<file path="src/sv/rpq_pkg.sv">
// rpq_pkg: shared types, codes and constants for the radar presence qualifier.
// No dependencies; imported by every module of the block.

package rpq_pkg;

    // APB address width: seven 32-bit registers at 4*i
    localparam int ADDR_W = 5;

    // Frame layout: header F4 F3 F2 F1, four skipped bytes,
    // six captured bytes, then the stationary energy byte
    localparam logic [3:0] POS_SKIP    = 4'd4;
    localparam logic [3:0] POS_CAPTURE = 4'd8;
    localparam logic [3:0] POS_LAST    = 4'd14;
    localparam int         CAP_BYTES   = 6;

    localparam logic [7:0] HDR0 = 8'hF4;
    localparam logic [7:0] HDR1 = 8'hF3;
    localparam logic [7:0] HDR2 = 8'hF2;
    localparam logic [7:0] HDR3 = 8'hF1;

    // Register reset values
    localparam logic [15:0] RST_DIST_INIT   = 16'd200;
    localparam logic [7:0]  RST_ENERGY_INIT = 8'd75;
    localparam logic [15:0] RST_HOLD        = 16'd3000;
    localparam logic [15:0] RST_CALIB_TIME  = 16'd15000;
    localparam logic [7:0]  RST_E_MARGIN    = 8'd15;
    localparam logic [7:0]  RST_E_CAP       = 8'd100;
    localparam logic [15:0] RST_D_MARGIN    = 16'd50;

    // Item kinds
    localparam logic KIND_BYTE  = 1'b0;
    localparam logic KIND_CALIB = 1'b1;

    typedef enum logic [2:0] {
        REG_DIST_INIT   = 3'd0,
        REG_ENERGY_INIT = 3'd1,
        REG_HOLD        = 3'd2,
        REG_CALIB_TIME  = 3'd3,
        REG_E_MARGIN    = 3'd4,
        REG_E_CAP       = 3'd5,
        REG_D_MARGIN    = 3'd6
    } reg_idx_t;

    typedef enum logic [1:0] {
        VERDICT_VALID      = 2'd0,
        VERDICT_NO_TARGET  = 2'd1,
        VERDICT_LOW_ENERGY = 2'd2,
        VERDICT_TOO_FAR    = 2'd3
    } verdict_t;

    typedef struct packed {
        logic [15:0] dist_init;
        logic [7:0]  energy_init;
        logic [15:0] hold_ms;
        logic [15:0] calib_time_ms;
        logic [7:0]  energy_margin;
        logic [7:0]  energy_cap;
        logic [15:0] distance_margin;
    } cfg_t;

    // Write-side strobes that also reload the limits in force
    typedef struct packed {
        logic        bound;
        logic        energy;
        logic [15:0] value;
    } cfg_load_t;

    typedef struct packed {
        logic [7:0]  status;
        logic [15:0] mdist;
        logic [7:0]  menergy;
        logic [15:0] sdist;
        logic [7:0]  senergy;
    } frame_t;

    typedef struct packed {
        logic        presence;
        logic [7:0]  target_state;
        logic [15:0] move_range;
        logic [15:0] still_range;
        logic [7:0]  peak_energy;
        verdict_t    verdict;
        logic        calibrating;
        logic [7:0]  energy_threshold;
        logic [15:0] distance_bound;
    } result_t;

    function automatic logic [7:0] hdr_byte(input logic [1:0] pos);
        logic [7:0] b;
        case (pos)
            2'd0:    b = HDR0;
            2'd1:    b = HDR1;
            2'd2:    b = HDR2;
            default: b = HDR3;
        endcase
        return b;
    endfunction

endpackage

</file>
<file path="src/sv/rpq_cfg.sv">
// rpq_cfg: APB register file for the radar presence qualifier.
// Depends on rpq_pkg (cfg_t, cfg_load_t, register indexes).

module rpq_cfg
    import rpq_pkg::*;
(
    input  logic              clk,
    input  logic              rst_n,
    input  logic              psel,
    input  logic              penable,
    input  logic              pwrite,
    input  logic [ADDR_W-1:0] paddr,
    input  logic [31:0]       pwdata,
    output logic [31:0]       prdata,
    output logic              pready,
    output cfg_t              cfg,
    output cfg_load_t         load
);

    cfg_t     cfg_reg;
    reg_idx_t idx;
    logic     wr;

    assign idx    = reg_idx_t'(paddr[ADDR_W-1:2]);
    assign wr     = psel && penable && pwrite;
    assign pready = 1'b1;
    assign cfg    = cfg_reg;

    assign load.bound  = wr && (idx == REG_DIST_INIT);
    assign load.energy = wr && (idx == REG_ENERGY_INIT);
    assign load.value  = pwdata[15:0];

    always_ff @(posedge clk or negedge rst_n)
    begin
        if (!rst_n)
        begin
            cfg_reg.dist_init       <= RST_DIST_INIT;
            cfg_reg.energy_init     <= RST_ENERGY_INIT;
            cfg_reg.hold_ms         <= RST_HOLD;
            cfg_reg.calib_time_ms   <= RST_CALIB_TIME;
            cfg_reg.energy_margin   <= RST_E_MARGIN;
            cfg_reg.energy_cap      <= RST_E_CAP;
            cfg_reg.distance_margin <= RST_D_MARGIN;
        end
        else if (wr)
        begin
            case (idx)
                REG_DIST_INIT:   cfg_reg.dist_init       <= pwdata[15:0];
                REG_ENERGY_INIT: cfg_reg.energy_init     <= pwdata[7:0];
                REG_HOLD:        cfg_reg.hold_ms         <= pwdata[15:0];
                REG_CALIB_TIME:  cfg_reg.calib_time_ms   <= pwdata[15:0];
                REG_E_MARGIN:    cfg_reg.energy_margin   <= pwdata[7:0];
                REG_E_CAP:       cfg_reg.energy_cap      <= pwdata[7:0];
                REG_D_MARGIN:    cfg_reg.distance_margin <= pwdata[15:0];
                default:         ;
            endcase
        end
    end

    always_comb
    begin
        case (idx)
            REG_DIST_INIT:   prdata = {16'd0, cfg_reg.dist_init};
            REG_ENERGY_INIT: prdata = {24'd0, cfg_reg.energy_init};
            REG_HOLD:        prdata = {16'd0, cfg_reg.hold_ms};
            REG_CALIB_TIME:  prdata = {16'd0, cfg_reg.calib_time_ms};
            REG_E_MARGIN:    prdata = {24'd0, cfg_reg.energy_margin};
            REG_E_CAP:       prdata = {24'd0, cfg_reg.energy_cap};
            REG_D_MARGIN:    prdata = {16'd0, cfg_reg.distance_margin};
            default:         prdata = 32'd0;
        endcase
    end

`ifndef ASSERT_OFF
    // an initial-limit write reloads at most one limit
    a_load_onehot: assert property (@(posedge clk) disable iff (!rst_n)
        $onehot0({load.bound, load.energy}))
        else $error("rpq_cfg: both limit reloads at once");

    a_dist_write: assert property (@(posedge clk) disable iff (!rst_n)
        load.bound |=> cfg_reg.dist_init == $past(pwdata[15:0]))
        else $error("rpq_cfg: distance init not written");

    a_energy_write: assert property (@(posedge clk) disable iff (!rst_n)
        load.energy |=> cfg_reg.energy_init == $past(pwdata[7:0]))
        else $error("rpq_cfg: energy init not written");
`endif

endmodule

</file>
<file path="src/sv/rpq_parser.sv">
// rpq_parser: header hunt and field capture over the radar byte stream.
// Depends on rpq_pkg (frame layout constants, frame_t, hdr_byte).

module rpq_parser
    import rpq_pkg::*;
(
    input  logic       clk,
    input  logic       rst_n,
    input  logic       go,
    input  logic       kind,
    input  logic [7:0] radar_byte,
    output logic       frame_last,
    output frame_t     frame
);

    logic [3:0] pos_reg;
    logic [3:0] pos_next;
    logic [7:0] cap_reg [CAP_BYTES];
    logic [2:0] cap_idx;
    logic       take;

    assign take       = go && (kind == KIND_BYTE);
    assign cap_idx    = 3'(pos_reg - POS_CAPTURE);
    assign frame_last = (pos_reg == POS_LAST);

    always_comb
    begin
        if (pos_reg < POS_SKIP)
        begin
            if (radar_byte == hdr_byte(pos_reg[1:0]))
                pos_next = pos_reg + 4'd1;
            else if (radar_byte == HDR0)
                pos_next = 4'd1;
            else
                pos_next = 4'd0;
        end
        else if (frame_last)
            pos_next = 4'd0;
        else
            pos_next = pos_reg + 4'd1;
    end

    always_ff @(posedge clk or negedge rst_n)
    begin
        if (!rst_n)
            pos_reg <= 4'd0;
        else if (take)
            pos_reg <= pos_next;
    end

    // captured bytes are always rewritten before the frame end reads them
    always_ff @(posedge clk)
    begin
        if (take && pos_reg >= POS_CAPTURE && !frame_last)
            cap_reg[cap_idx] <= radar_byte;
    end

    assign frame.status  = cap_reg[0];
    assign frame.mdist   = {cap_reg[2], cap_reg[1]};
    assign frame.menergy = cap_reg[3];
    assign frame.sdist   = {cap_reg[5], cap_reg[4]};
    assign frame.senergy = radar_byte;

`ifndef ASSERT_OFF
    a_pos_range: assert property (@(posedge clk) disable iff (!rst_n)
        pos_reg <= POS_LAST)
        else $error("rpq_parser: frame position out of range");

    a_frame_wrap: assert property (@(posedge clk) disable iff (!rst_n)
        take && frame_last |=> pos_reg == 4'd0)
        else $error("rpq_parser: no restart after frame end");

    a_calib_no_move: assert property (@(posedge clk) disable iff (!rst_n)
        go && kind == KIND_CALIB |=> $stable(pos_reg))
        else $error("rpq_parser: calibration command moved parser");
`endif

endmodule

</file>
<file path="src/sv/rpq_qualifier.sv">
// rpq_qualifier: calibration, thresholds, filter verdict and presence hold.
// Depends on rpq_pkg (cfg_t, cfg_load_t, frame_t, result_t, verdict codes).

module rpq_qualifier
    import rpq_pkg::*;
(
    input  logic        clk,
    input  logic        rst_n,
    input  logic        go,
    input  logic        kind,
    input  logic [31:0] now_ms,
    input  logic        frame_last,
    input  frame_t      frame,
    input  cfg_t        cfg,
    input  cfg_load_t   load,
    output logic        res_valid,
    output result_t     result
);

    logic [7:0]  thr_reg,        thr_next;
    logic [15:0] bound_reg,      bound_next;
    logic        cal_active_reg, cal_active_next;
    logic [31:0] cal_end_reg,    cal_end_next;
    logic [7:0]  max_e_reg,      max_e_next;
    logic [15:0] max_d_reg,      max_d_next;
    logic [31:0] last_valid_reg, last_valid_next;
    logic        presence_reg,   presence_next;

    logic        is_calib, is_frame;
    logic [7:0]  peak;
    logic [15:0] prim;
    logic [31:0] diff;
    logic        in_window, cal_end;
    logic [8:0]  e_sum;
    logic [7:0]  e_sat;
    logic [16:0] d_sum;
    logic [15:0] d_sat;
    logic [7:0]  thr_eff;
    logic [15:0] bound_eff;
    verdict_t    verdict;
    logic [31:0] elapsed;

    assign is_calib = go && (kind == KIND_CALIB);
    assign is_frame = go && (kind == KIND_BYTE) && frame_last;

    always_comb
    begin
        peak = (frame.menergy > frame.senergy) ? frame.menergy : frame.senergy;
        prim = (frame.status inside {8'd1, 8'd3}) ? frame.mdist : frame.sdist;

        diff      = cal_end_reg - now_ms;
        in_window = (diff != 32'd0) && !diff[31];
        cal_end   = cal_active_reg && !in_window;

        // saturating limit update; cap never exceeds 255 so it bounds e too
        e_sum = {1'b0, max_e_reg} + {1'b0, cfg.energy_margin};
        e_sat = (e_sum > {1'b0, cfg.energy_cap}) ? cfg.energy_cap : e_sum[7:0];
        d_sum = {1'b0, max_d_reg} + {1'b0, cfg.distance_margin};
        d_sat = d_sum[16] ? 16'hFFFF : d_sum[15:0];

        thr_eff   = cal_end ? e_sat : thr_reg;
        bound_eff = cal_end ? d_sat : bound_reg;

        if (frame.status == 8'd0)
            verdict = VERDICT_NO_TARGET;
        else if (peak < thr_eff)
            verdict = VERDICT_LOW_ENERGY;
        else if (prim > bound_eff)
            verdict = VERDICT_TOO_FAR;
        else
            verdict = VERDICT_VALID;

        elapsed = now_ms - last_valid_reg;
    end

    always_comb
    begin
        thr_next        = thr_reg;
        bound_next      = bound_reg;
        cal_active_next = cal_active_reg;
        cal_end_next    = cal_end_reg;
        max_e_next      = max_e_reg;
        max_d_next      = max_d_reg;
        last_valid_next = last_valid_reg;
        presence_next   = presence_reg;

        if (load.bound)
            bound_next = load.value;
        if (load.energy)
            thr_next = load.value[7:0];

        if (is_calib)
        begin
            max_e_next      = 8'd0;
            max_d_next      = 16'd0;
            cal_active_next = 1'b1;
            cal_end_next    = now_ms + {16'd0, cfg.calib_time_ms};
        end
        else if (is_frame)
        begin
            if (cal_active_reg && in_window)
            begin
                if (peak > max_e_reg)
                    max_e_next = peak;
                if (prim > max_d_reg)
                    max_d_next = prim;
            end
            else if (cal_end)
            begin
                cal_active_next = 1'b0;
                thr_next        = e_sat;
                bound_next      = d_sat;
            end

            if (verdict == VERDICT_VALID)
            begin
                last_valid_next = now_ms;
                presence_next   = 1'b1;
            end
            else if (elapsed > {16'd0, cfg.hold_ms})
                presence_next = 1'b0;
        end
    end

    always_ff @(posedge clk or negedge rst_n)
    begin
        if (!rst_n)
        begin
            thr_reg        <= RST_ENERGY_INIT;
            bound_reg      <= RST_DIST_INIT;
            cal_active_reg <= 1'b0;
            cal_end_reg    <= 32'd0;
            max_e_reg      <= 8'd0;
            max_d_reg      <= 16'd0;
            last_valid_reg <= 32'd0;
            presence_reg   <= 1'b0;
        end
        else
        begin
            thr_reg        <= thr_next;
            bound_reg      <= bound_next;
            cal_active_reg <= cal_active_next;
            cal_end_reg    <= cal_end_next;
            max_e_reg      <= max_e_next;
            max_d_reg      <= max_d_next;
            last_valid_reg <= last_valid_next;
            presence_reg   <= presence_next;
        end
    end

    assign res_valid               = is_frame;
    assign result.presence         = presence_next;
    assign result.target_state     = frame.status;
    assign result.move_range       = frame.mdist;
    assign result.still_range      = frame.sdist;
    assign result.peak_energy      = peak;
    assign result.verdict          = verdict;
    assign result.calibrating      = cal_active_next;
    assign result.energy_threshold = thr_eff;
    assign result.distance_bound   = bound_eff;

`ifndef ASSERT_OFF
    a_cal_close: assert property (@(posedge clk) disable iff (!rst_n)
        is_frame && cal_end |=> !cal_active_reg)
        else $error("rpq_qualifier: window not closed");

    a_thr_capped: assert property (@(posedge clk) disable iff (!rst_n)
        is_frame && cal_end |=> thr_reg <= $past(cfg.energy_cap))
        else $error("rpq_qualifier: calibrated threshold above cap");

    a_valid_marks: assert property (@(posedge clk) disable iff (!rst_n)
        is_frame && verdict == VERDICT_VALID
            |=> presence_reg && last_valid_reg == $past(now_ms))
        else $error("rpq_qualifier: valid detection not recorded");

    a_calib_start: assert property (@(posedge clk) disable iff (!rst_n)
        is_calib |=> cal_active_reg && max_e_reg == 8'd0 && max_d_reg == 16'd0)
        else $error("rpq_qualifier: calibration start not applied");
`endif

endmodule

</file>
<file path="src/sv/radar_presence_qualifier_top.sv">
// radar_presence_qualifier_top: top level, input and result registers.
// Depends on rpq_pkg, rpq_cfg, rpq_parser and rpq_qualifier.
//
// Usage:
//   Input channel (in_valid/in_stall): one beat per item. kind 0 carries one
//   radar UART byte with its millisecond timestamp now_ms; kind 1 starts a
//   calibration window of calibration_time_ms from now_ms.
//   Output channel (out_valid/out_stall): one beat per complete radar frame,
//   on the frame's last byte; header bytes, skipped bytes, captured bytes and
//   calibration commands give no beat.
//   Path: an accepted item waits in the input register, is parsed and qualified
//   from there, and its result beat is loaded into the result register.
//   Throughput: one item per cycle unless stalled. The input register feeds
//   the parser and qualifier, whose single pass of compare/add logic ends in
//   the result register, so the two sides are parted by one register each.
//   Stall: while a result waits in the result register and out_stall is high,
//   the item in the input register waits and in_stall rises; nothing is lost.
//   Reset (rst_n low, async): parser back to header hunt, calibration idle,
//   presence cleared, registers and limits in force to their reset values.
//   Configuration: APB, register i at byte address 4*i; the user must write it
//   only while idle, which the block does not enforce; pready is always high.

module radar_presence_qualifier_top
    import rpq_pkg::*;
(
    input  logic              clk,
    input  logic              rst_n,

    input  logic              in_valid,
    output logic              in_stall,
    input  logic              kind,
    input  logic [7:0]        radar_byte,
    input  logic [31:0]       now_ms,

    output logic              out_valid,
    input  logic              out_stall,
    output logic              presence,
    output logic [7:0]        target_state,
    output logic [15:0]       move_range,
    output logic [15:0]       still_range,
    output logic [7:0]        peak_energy,
    output logic [1:0]        verdict,
    output logic              calibrating,
    output logic [7:0]        energy_threshold,
    output logic [15:0]       distance_bound,

    input  logic              psel,
    input  logic              penable,
    input  logic              pwrite,
    input  logic [ADDR_W-1:0] paddr,
    input  logic [31:0]       pwdata,
    output logic [31:0]       prdata,
    output logic              pready
);

    // input register
    logic        s1_valid_reg;
    logic        s1_kind_reg;
    logic [7:0]  s1_byte_reg;
    logic [31:0] s1_now_reg;
    logic        s1_go;

    // result register
    logic        out_valid_reg;
    result_t     out_reg;

    cfg_t        cfg;
    cfg_load_t   load;
    frame_t      frame;
    logic        frame_last;
    logic        res_valid;
    result_t     result;

    // the held item moves on unless a finished result is still stalled
    assign s1_go    = s1_valid_reg && !(out_valid_reg && out_stall);
    assign in_stall = s1_valid_reg && !s1_go;

    always_ff @(posedge clk or negedge rst_n)
    begin
        if (!rst_n)
            s1_valid_reg <= 1'b0;
        else if (!in_stall)
            s1_valid_reg <= in_valid;
    end

    always_ff @(posedge clk)
    begin
        if (in_valid && !in_stall)
        begin
            s1_kind_reg <= kind;
            s1_byte_reg <= radar_byte;
            s1_now_reg  <= now_ms;
        end
    end

    rpq_cfg u_cfg (
        .clk     (clk),
        .rst_n   (rst_n),
        .psel    (psel),
        .penable (penable),
        .pwrite  (pwrite),
        .paddr   (paddr),
        .pwdata  (pwdata),
        .prdata  (prdata),
        .pready  (pready),
        .cfg     (cfg),
        .load    (load)
    );

    rpq_parser u_parser (
        .clk        (clk),
        .rst_n      (rst_n),
        .go         (s1_go),
        .kind       (s1_kind_reg),
        .radar_byte (s1_byte_reg),
        .frame_last (frame_last),
        .frame      (frame)
    );

    rpq_qualifier u_qual (
        .clk        (clk),
        .rst_n      (rst_n),
        .go         (s1_go),
        .kind       (s1_kind_reg),
        .now_ms     (s1_now_reg),
        .frame_last (frame_last),
        .frame      (frame),
        .cfg        (cfg),
        .load       (load),
        .res_valid  (res_valid),
        .result     (result)
    );

    // result beat: loaded on a frame end, dropped once taken
    always_ff @(posedge clk or negedge rst_n)
    begin
        if (!rst_n)
            out_valid_reg <= 1'b0;
        else if (res_valid)
            out_valid_reg <= 1'b1;
        else if (!out_stall)
            out_valid_reg <= 1'b0;
    end

    always_ff @(posedge clk)
    begin
        if (res_valid)
            out_reg <= result;
    end

    assign out_valid        = out_valid_reg;
    assign presence         = out_reg.presence;
    assign target_state     = out_reg.target_state;
    assign move_range       = out_reg.move_range;
    assign still_range      = out_reg.still_range;
    assign peak_energy      = out_reg.peak_energy;
    assign verdict          = out_reg.verdict;
    assign calibrating      = out_reg.calibrating;
    assign energy_threshold = out_reg.energy_threshold;
    assign distance_bound   = out_reg.distance_bound;

`ifndef ASSERT_OFF
    // a new result never lands on one that is still stalled
    a_no_overwrite: assert property (@(posedge clk) disable iff (!rst_n)
        out_valid_reg && out_stall |-> !res_valid)
        else $error("top: result overwritten while stalled");

    a_stall_cause: assert property (@(posedge clk) disable iff (!rst_n)
        in_stall |-> s1_valid_reg && out_valid_reg && out_stall)
        else $error("top: input stalled without a stalled result");

    a_held_item: assert property (@(posedge clk) disable iff (!rst_n)
        in_stall |=> s1_valid_reg && $stable(s1_now_reg) && $stable(s1_byte_reg))
        else $error("top: held item lost");
`endif

endmodule
</file>
<file path="config.mk">
export PLATFORM = sky130hd
export DESIGN_NAME = radar_presence_qualifier_top
export DESIGN_NICKNAME = d
export VERILOG_FILES = /design/src/sv/rpq_pkg.sv /design/src/sv/rpq_cfg.sv /design/src/sv/rpq_parser.sv /design/src/sv/rpq_qualifier.sv /design/src/sv/radar_presence_qualifier_top.sv
export SDC_FILE = /design/constraint.sdc
export NUM_CORES = 1
export LEC_CHECK = 0
export ABC_AREA = 0
export BUFFER_PORTS_ARGS = -buffer_cell sky130_fd_sc_hd__buf_2
export CAP_MARGIN = 40
export CORE_ASPECT_RATIO = 1.5
export CORE_MARGIN = 2
export CORE_UTILIZATION = 45
export CTS_BUF_LIST = sky130_fd_sc_hd__clkbuf_8
export DETAILED_ROUTE_END_ITERATION = 10
export PLACE_DENSITY = 0.65
export SYNTH_ARGS = -nofsm -noshare
export SYNTH_HDL_FRONTEND = slang
export SYNTH_SLANG_ARGS = --single-unit
</file>
<file path="constraint.sdc">
create_clock -name clk -period 8.64 [get_ports clk]
set_input_delay 1.728 -clock clk [delete_from_list [all_inputs] [get_ports clk]]
set_output_delay 1.728 -clock clk [all_outputs]
set_load 0.005 [all_outputs]
</file>
### Yosys cells after proc, flatten, opt, wreduce, memory -nomap -nowiden

Memories as Yosys holds them, arrays and structs flattened.
Cells that the tools add are included.

* register bits: 325
* memory bits (writable): 48
* input bits: 85
* output and inout bits: 111
* logic and storage cells: 151
* memories: 1

Memory list
* u_parser.cap_reg: depth 6, width 8, read ports 6, clocked after memory_dff 0, wr ports 1, line rpq_parser.sv:18 `logic [7:0] cap_reg [CAP_BYTES];`

* add/sub/neg operators: 7
* magnitude comparators: 9
* equality and inequality tests: 14
* mux-type cells: 46
* bitwise gates (word level): 2
* reductions and logical operators: 42

Operator list (count)
* $mux 16: 12
* $pmux 16 s7: 1
* $mux 8: 13
* $sub 32x32->32: 2
* $add 32x16->32: 1
* $gt 16x16->1: 2
* $gt 32x16->1: 1
* $reduce_bool 32->1: 1
* $add 16x16->17: 1
* $gt 8x8->1: 2
* $logic_and 1x1->1: 16
* $reduce_and 2->1: 7
* $mux 1: 13
* $mux 4: 3
* $reduce_bool 2->1: 5
* $add 8x8->9: 1
* $eq 3x3->1 const B: 3
* $gt 9x8->1: 1
* $pmux 3 s3: 1
* $reduce_and 3->1: 3
* $eq 8x1->1 const B: 1
* $eq 8x2->1 const B: 1
* $eq 8x8->1: 1
* $eq 8x8->1 const B: 1
* 17 further kinds: 27

### Logic depth before layout (Yosys ltp)

* depth in word-level cells: 14
* gate-level depth with buffers: 31
* gate-level depth less buffers: 28

### Cells and area by module

From an unflattened synthesis, not the netlist that was laid out.

* cells, all modules: 2194
* area, all modules: 23318.6 um2

Modules (own cells, without submodules)
* rpq_qualifier: times used 1, cells each 1628, area each 13324.0 um2, seq. area each 2861.5 um2
* rpq_cfg: times used 1, cells each 338, area each 4506.8 um2, seq. area each 2240.9 um2
* radar_presence_qualifier_top: times used 1, cells each 125, area each 3606.0 um2, seq. area each 3563.4 um2
* rpq_parser: times used 1, cells each 103, area each 1881.8 um2, seq. area each 1541.5 um2

### Worst setup path before layout

No wires, ideal clock.

* path kind: reg-to-reg
* start: reg s1_now_reg[8]
* end: reg u_qual.last_valid_reg[15]
* setup time: 67 ps
* data arrival time: 6162 ps
* data required time: 8573 ps
* setup slack: 2411 ps
* cell stages (with the launch flop): 31
* path buffers: 4
* period minus slack after synthesis: 6229 ps
* path through: edfxtp_1 inv_1 ha_1 clkbuf_1 inv_1 a2111oi_0 a21boi_2 a21o_4 a211oi_1 or4b_1 o2111a_1 and3_1 and3b_1 nor2_1 buf_2 mux2i_1 ha_1 nor2b_1 o21a_1 o21a_1 o21a_1 o21a_1 o21a_1 o21ai_0 a211oi_1 o221ai_1 clkbuf_1 clkbuf_1 nand3_1 nor4_1 a311o_1

* word-level cells in the longest chain between the ends: 12
* elaborated cells on any way between the ends: 15
* those cells by class: add/sub (1); order compare (2); mux (5); reduce/logical (7)

RTL lines
* start, declared: line radar_presence_qualifier_top.sv:60 `logic [31:0] s1_now_reg;`
* start signal, assigned: line radar_presence_qualifier_top.sv:92 `s1_now_reg <= now_ms;`
* $sub 32x32->32 (*): line rpq_qualifier.sv:51 `diff = cal_end_reg - now_ms;`
* $reduce_bool 32->1 or $logic_not 1->1 (tied branches): line rpq_qualifier.sv:52 `in_window = (diff != 32'd0) && !diff[31];`
* $logic_and 1x1->1 (*): line rpq_qualifier.sv:52
* $logic_not 1->1 (*): line rpq_qualifier.sv:53 `cal_end = cal_active_reg && !in_window;`
* $logic_and 1x1->1 (*): line rpq_qualifier.sv:53
* $mux 16: line rpq_qualifier.sv:62 `bound_eff = cal_end ? d_sat : bound_reg;`
* $gt 16x16->1: line rpq_qualifier.sv:68 `else if (prim > bound_eff)`
* $mux 2: line rpq_qualifier.sv:68
* $mux 2 (*): line rpq_qualifier.sv:66 `else if (peak < thr_eff)`
* $mux 2 (*): line rpq_qualifier.sv:64 `if (frame.status == 8'd0)`
* $logic_not 2->1 (*): line rpq_qualifier.sv:115 `if (verdict == VERDICT_VALID)`
* $reduce_and 3->1 (no line) (*)
* end signal, assigned: line rpq_qualifier.sv:146 `last_valid_reg <= last_valid_next;`
* end, declared: line rpq_qualifier.sv:26 `logic [31:0] last_valid_reg, last_valid_next;`

Mark *: on every way between the ends. The rest lies on a longest branch, timed or not.
A chain may end at the register's enable or synchronous reset.

### Final worst setup path

* start: reg s1_now_reg[11]
* end: reg u_qual.last_valid_reg[13]

Same word-level chain as after synthesis.

==> summary.md <==
| Metric | Value |
|---|---|
| Wirelength per Cell | `21.44 um` |
| Max cap viols | `0` |
| Placer Congestion | `0.9239` |
| CTS clock-pin slew for the worst setup and hold paths | `60 ps` |
| Worst EP required | `9240 ps` |
| Routed wl met2 | `36630 um` |
| DIE AREA | `0.05443 mm^2` |
| Global route total overflow | `0` |
| Critical path arrival | `8640 ps` |
| Most common cell on crit path | `o21a_1` |
| Top-area cell type share of the netlist area | `0.2096` |
| Period utilisation layout | `0.9311` |
| Synth Flop Type | `dfrtp_1` |
| R2r worst-path depth | `28` |
| Reg2reg start | `s1_now_reg[11]$_DFFE_PP_` |
| Setup ws final | `595.5 ps` |
| H-tree depth | `2` |
| Max Fclk | `124.3 MHz` |
| Final Util | `0.5170` |
| Initial Util | `0.4563` |
| Vias/cell | `5.880` |
| RSZ-0062 raised after global routing | `false` |
| CTS Buffer Depth | `3` |
| Tot Pwr | `0.005958 W` |
| Seq/Total Area, Yosys | `0.4317` |
| YS warnings | `0` |
| DR vias | `19120` |
| Post-synth top cells | `nand2_1 (251), ha_1 (185), inv_1 (176)` |
| Synthesized instance count | `2368` |
| Largest net degree at the start of global routing | `85` |
| Final TNS setup | `0 ps` |
| CTS tree | `done` |
| NumNets Final | `2797` |
| Clk_skew | `41.01 ps` |
| Crit path kind | `reg -> reg` |
| Max Slew Vio Count | `0` |
| HP Class | `reg -> reg` |
| DPL Wire Length | `52420 um` |
| Rel. slew slack | `0.3829` |
| Place WS | `577.1 ps` |
| CTS root buf | `clkbuf_8` |
| Post-synthesis cell type count | `88` |
| Antenna violations before repair | `4` |
| Filler cells | `4773` |
| Core area | `0.05181 mm^2` |
| Leakage | `11.75 nW` |
| Status | `finished clean` |
| Setup Fix Bufs, Post-CTS | `0` |
| 1st-iter DRT viols | `954` |
| Critical path startpoint | `s1_now_reg[11]$_DFFE_PP_` |
| Worst Path Max Fanout | `65` |
| Syn avg cell area | `9.985 um^2` |
| Total Routing Usage GR | `0.2556` |
| CTS Hold Bufs | `0` |
| Flops & latches, synth | `373` |
| Multi-input combinational cell area | `0.01232 mm^2` |
| Worst-margin pin slew | `912.8 ps` |
| Clock Latency Late Sink | `690 ps` |
| Final setup vio count | `0` |
| CP peak stage delay | `590 ps` |
| DR top layer | `met5` |
| Vias in the first global route | `19870` |
| Area delta synth->final | `13.31%` |
| CP Capture Type | `flop` |
| Synth top area cells | `edfxtp_1 (21%), dfrtp_1 (18%), ha_1 (9.8%)` |
| Ratio of cells with drive above 1 in the final layout | `0.2033` |
| Chip width | `191.2 um` |
| Post-synth EDFFs | `165` |
| Worst vdd ir | `0.1356 mV` |
| CTS sink cnt | `373` |
| Period minus WS final | `8045 ps` |
| Number of flip-flops in the largest register | `88` |
| Chip Height | `284.7 um` |
| Final Hold Violating Endpoints | `0` |
| Most instantiated library cell after synthesis | `nand2_1` |
| Synth async-reset ratio | `0.5576` |
| Total Routed Length | `69690 um` |
| Mapped cell area | `0.02364 mm^2` |
| Critical Path Source Type | `flop` |
| DRT Pass-1 Iters | `5` |
| First-pass GRT wire length | `107800 um` |
| Pwr Density | `222.4 mW/mm^2` |
| Post-DRT Antenna Nets | `0` |
| IO Count | `196` |
| Most area-hungry cell type in the Yosys netlist | `edfxtp_1` |
| CTS buffer count | `59` |
| DRC viols | `0` |
| DR WL met3 | `2816 um` |
| Cells on Worst Hold Path | `0` |
| Slowest-stage cell, CP | `buf_4` |
| Register area | `0.01021 mm^2` |
| Met1 wire length | `25790 um` |
| Cell Rows | `102` |
| Min-delay src | `u_parser.cap_reg[2][4]$_DFFE_PP_` |
| Port bufs | `160` |
| Post-cts gate resize count | `0` |
## critical path: cells and delay by family, from the launching register on
kind	cells	cell delay (ps)
AND/OR/NAND/NOR	6	2080
adder cells (fa/ha/maj)	2	790
flip-flops	1	500
buffers and inverters	5	1630
AO/OA/AOI/OAI	14	2550
multiplexers	1	250
## power by group
| part | internal (W) | leakage [nW] | switching [W] |
|---|---|---|---|
| clock | 0.00113 | 0.813 | 0.000776 |
| combinational | 0.000693 | 6.98 | 0.00114 |
| sequential | 0.00206 | 3.96 | 0.000149 |
| total | 0.00389 | 11.7 | 0.00207 |
## path summary, 6_finish.rpt
check	to	slack, ps
min reg2reg	move_range[12]$_DFFE_PP_	450
min in group asynchronous	u_qual.max_d_reg[10]$_DFFE_PN0P_	920
max	u_qual.last_valid_reg[13]$_DFFE_PN0P_	600
min	move_range[12]$_DFFE_PP_	450
max reg2reg	u_qual.last_valid_reg[13]$_DFFE_PN0P_	600
max in group asynchronous	u_qual.last_valid_reg[26]$_DFFE_PN0P_	6230
## metrics by stage
stage / hold WS, ps / cells / cell area [um^2]
3_3_place_gp: 427.7 / 3124 / 25080
3_5_place_dp: 429.8 / 3136 / 25260
4_1_cts: 444.6 / 3248 / 26780
6_report: 447.2 / 3251 / 26790
2_1_floorplan: 420.4 / 2383 / 23700
5_1_grt: 456.4 / 3251 / 26790
## area by class of cell
type / instances / area share
Multi-Input combinational cell: 1708 / 0.4599
Sequential cell: 373 / 0.3810
Timing Repair Buffer: 203 / 0.04572
Clock buffer: 77 / 0.03956
Tap cell: 676 / 0.03157
Inverter: 177 / 0.02485
Clock inverter: 35 / 0.01719
Antenna cell: 2 / 0.0001868
## cells by family (layout without fill, tap and decap cells)
kind of cell | Yosys count | count (layout) | share of synthesized area
compound gates | 543 | 543 | 0.1509
xor+xnor | 69 | 69 | 0.02556
fa+ha+maj | 190 | 190 | 0.1021
buf+inv | 302 | 492 | 0.05223
flops | 373 | 373 | 0.4317
mux | 202 | 202 | 0.09652
other cells | 2 | 19 | 0.0003176
simple gates | 687 | 687 | 0.1407
## cell usage in the layout (no fill, tap or decap), types with 32 or more instances in the layout
cell type	n
nand2_1	251
inv_1	189
ha_1	185
dfrtp_1	170
edfxtp_1	165
buf_2	162
mux2_2	147
o21ai_0	139
a21oi_1	123
nor2_1	108
clkbuf_8	78
nand3_1	65
nand4_1	61
mux2i_1	48
xnor2_1	45
nor4_1	42
o211ai_1	42
dfstp_2	38
a31oi_1	37
a311o_1	34
buf_4	32
## routing by layer
| layer | vias up | global-route usage |
|---|---|---|
| met5 | - | 0 |
| met4 | 4 | 0.1554 |
| met3 | 231 | 0.03298 |
| met2 | 580 | 0.4754 |
| met1 | 9317 | 0.2708 |
| li1 | 8984 | - |
Power figures use the tool's default switching activity.
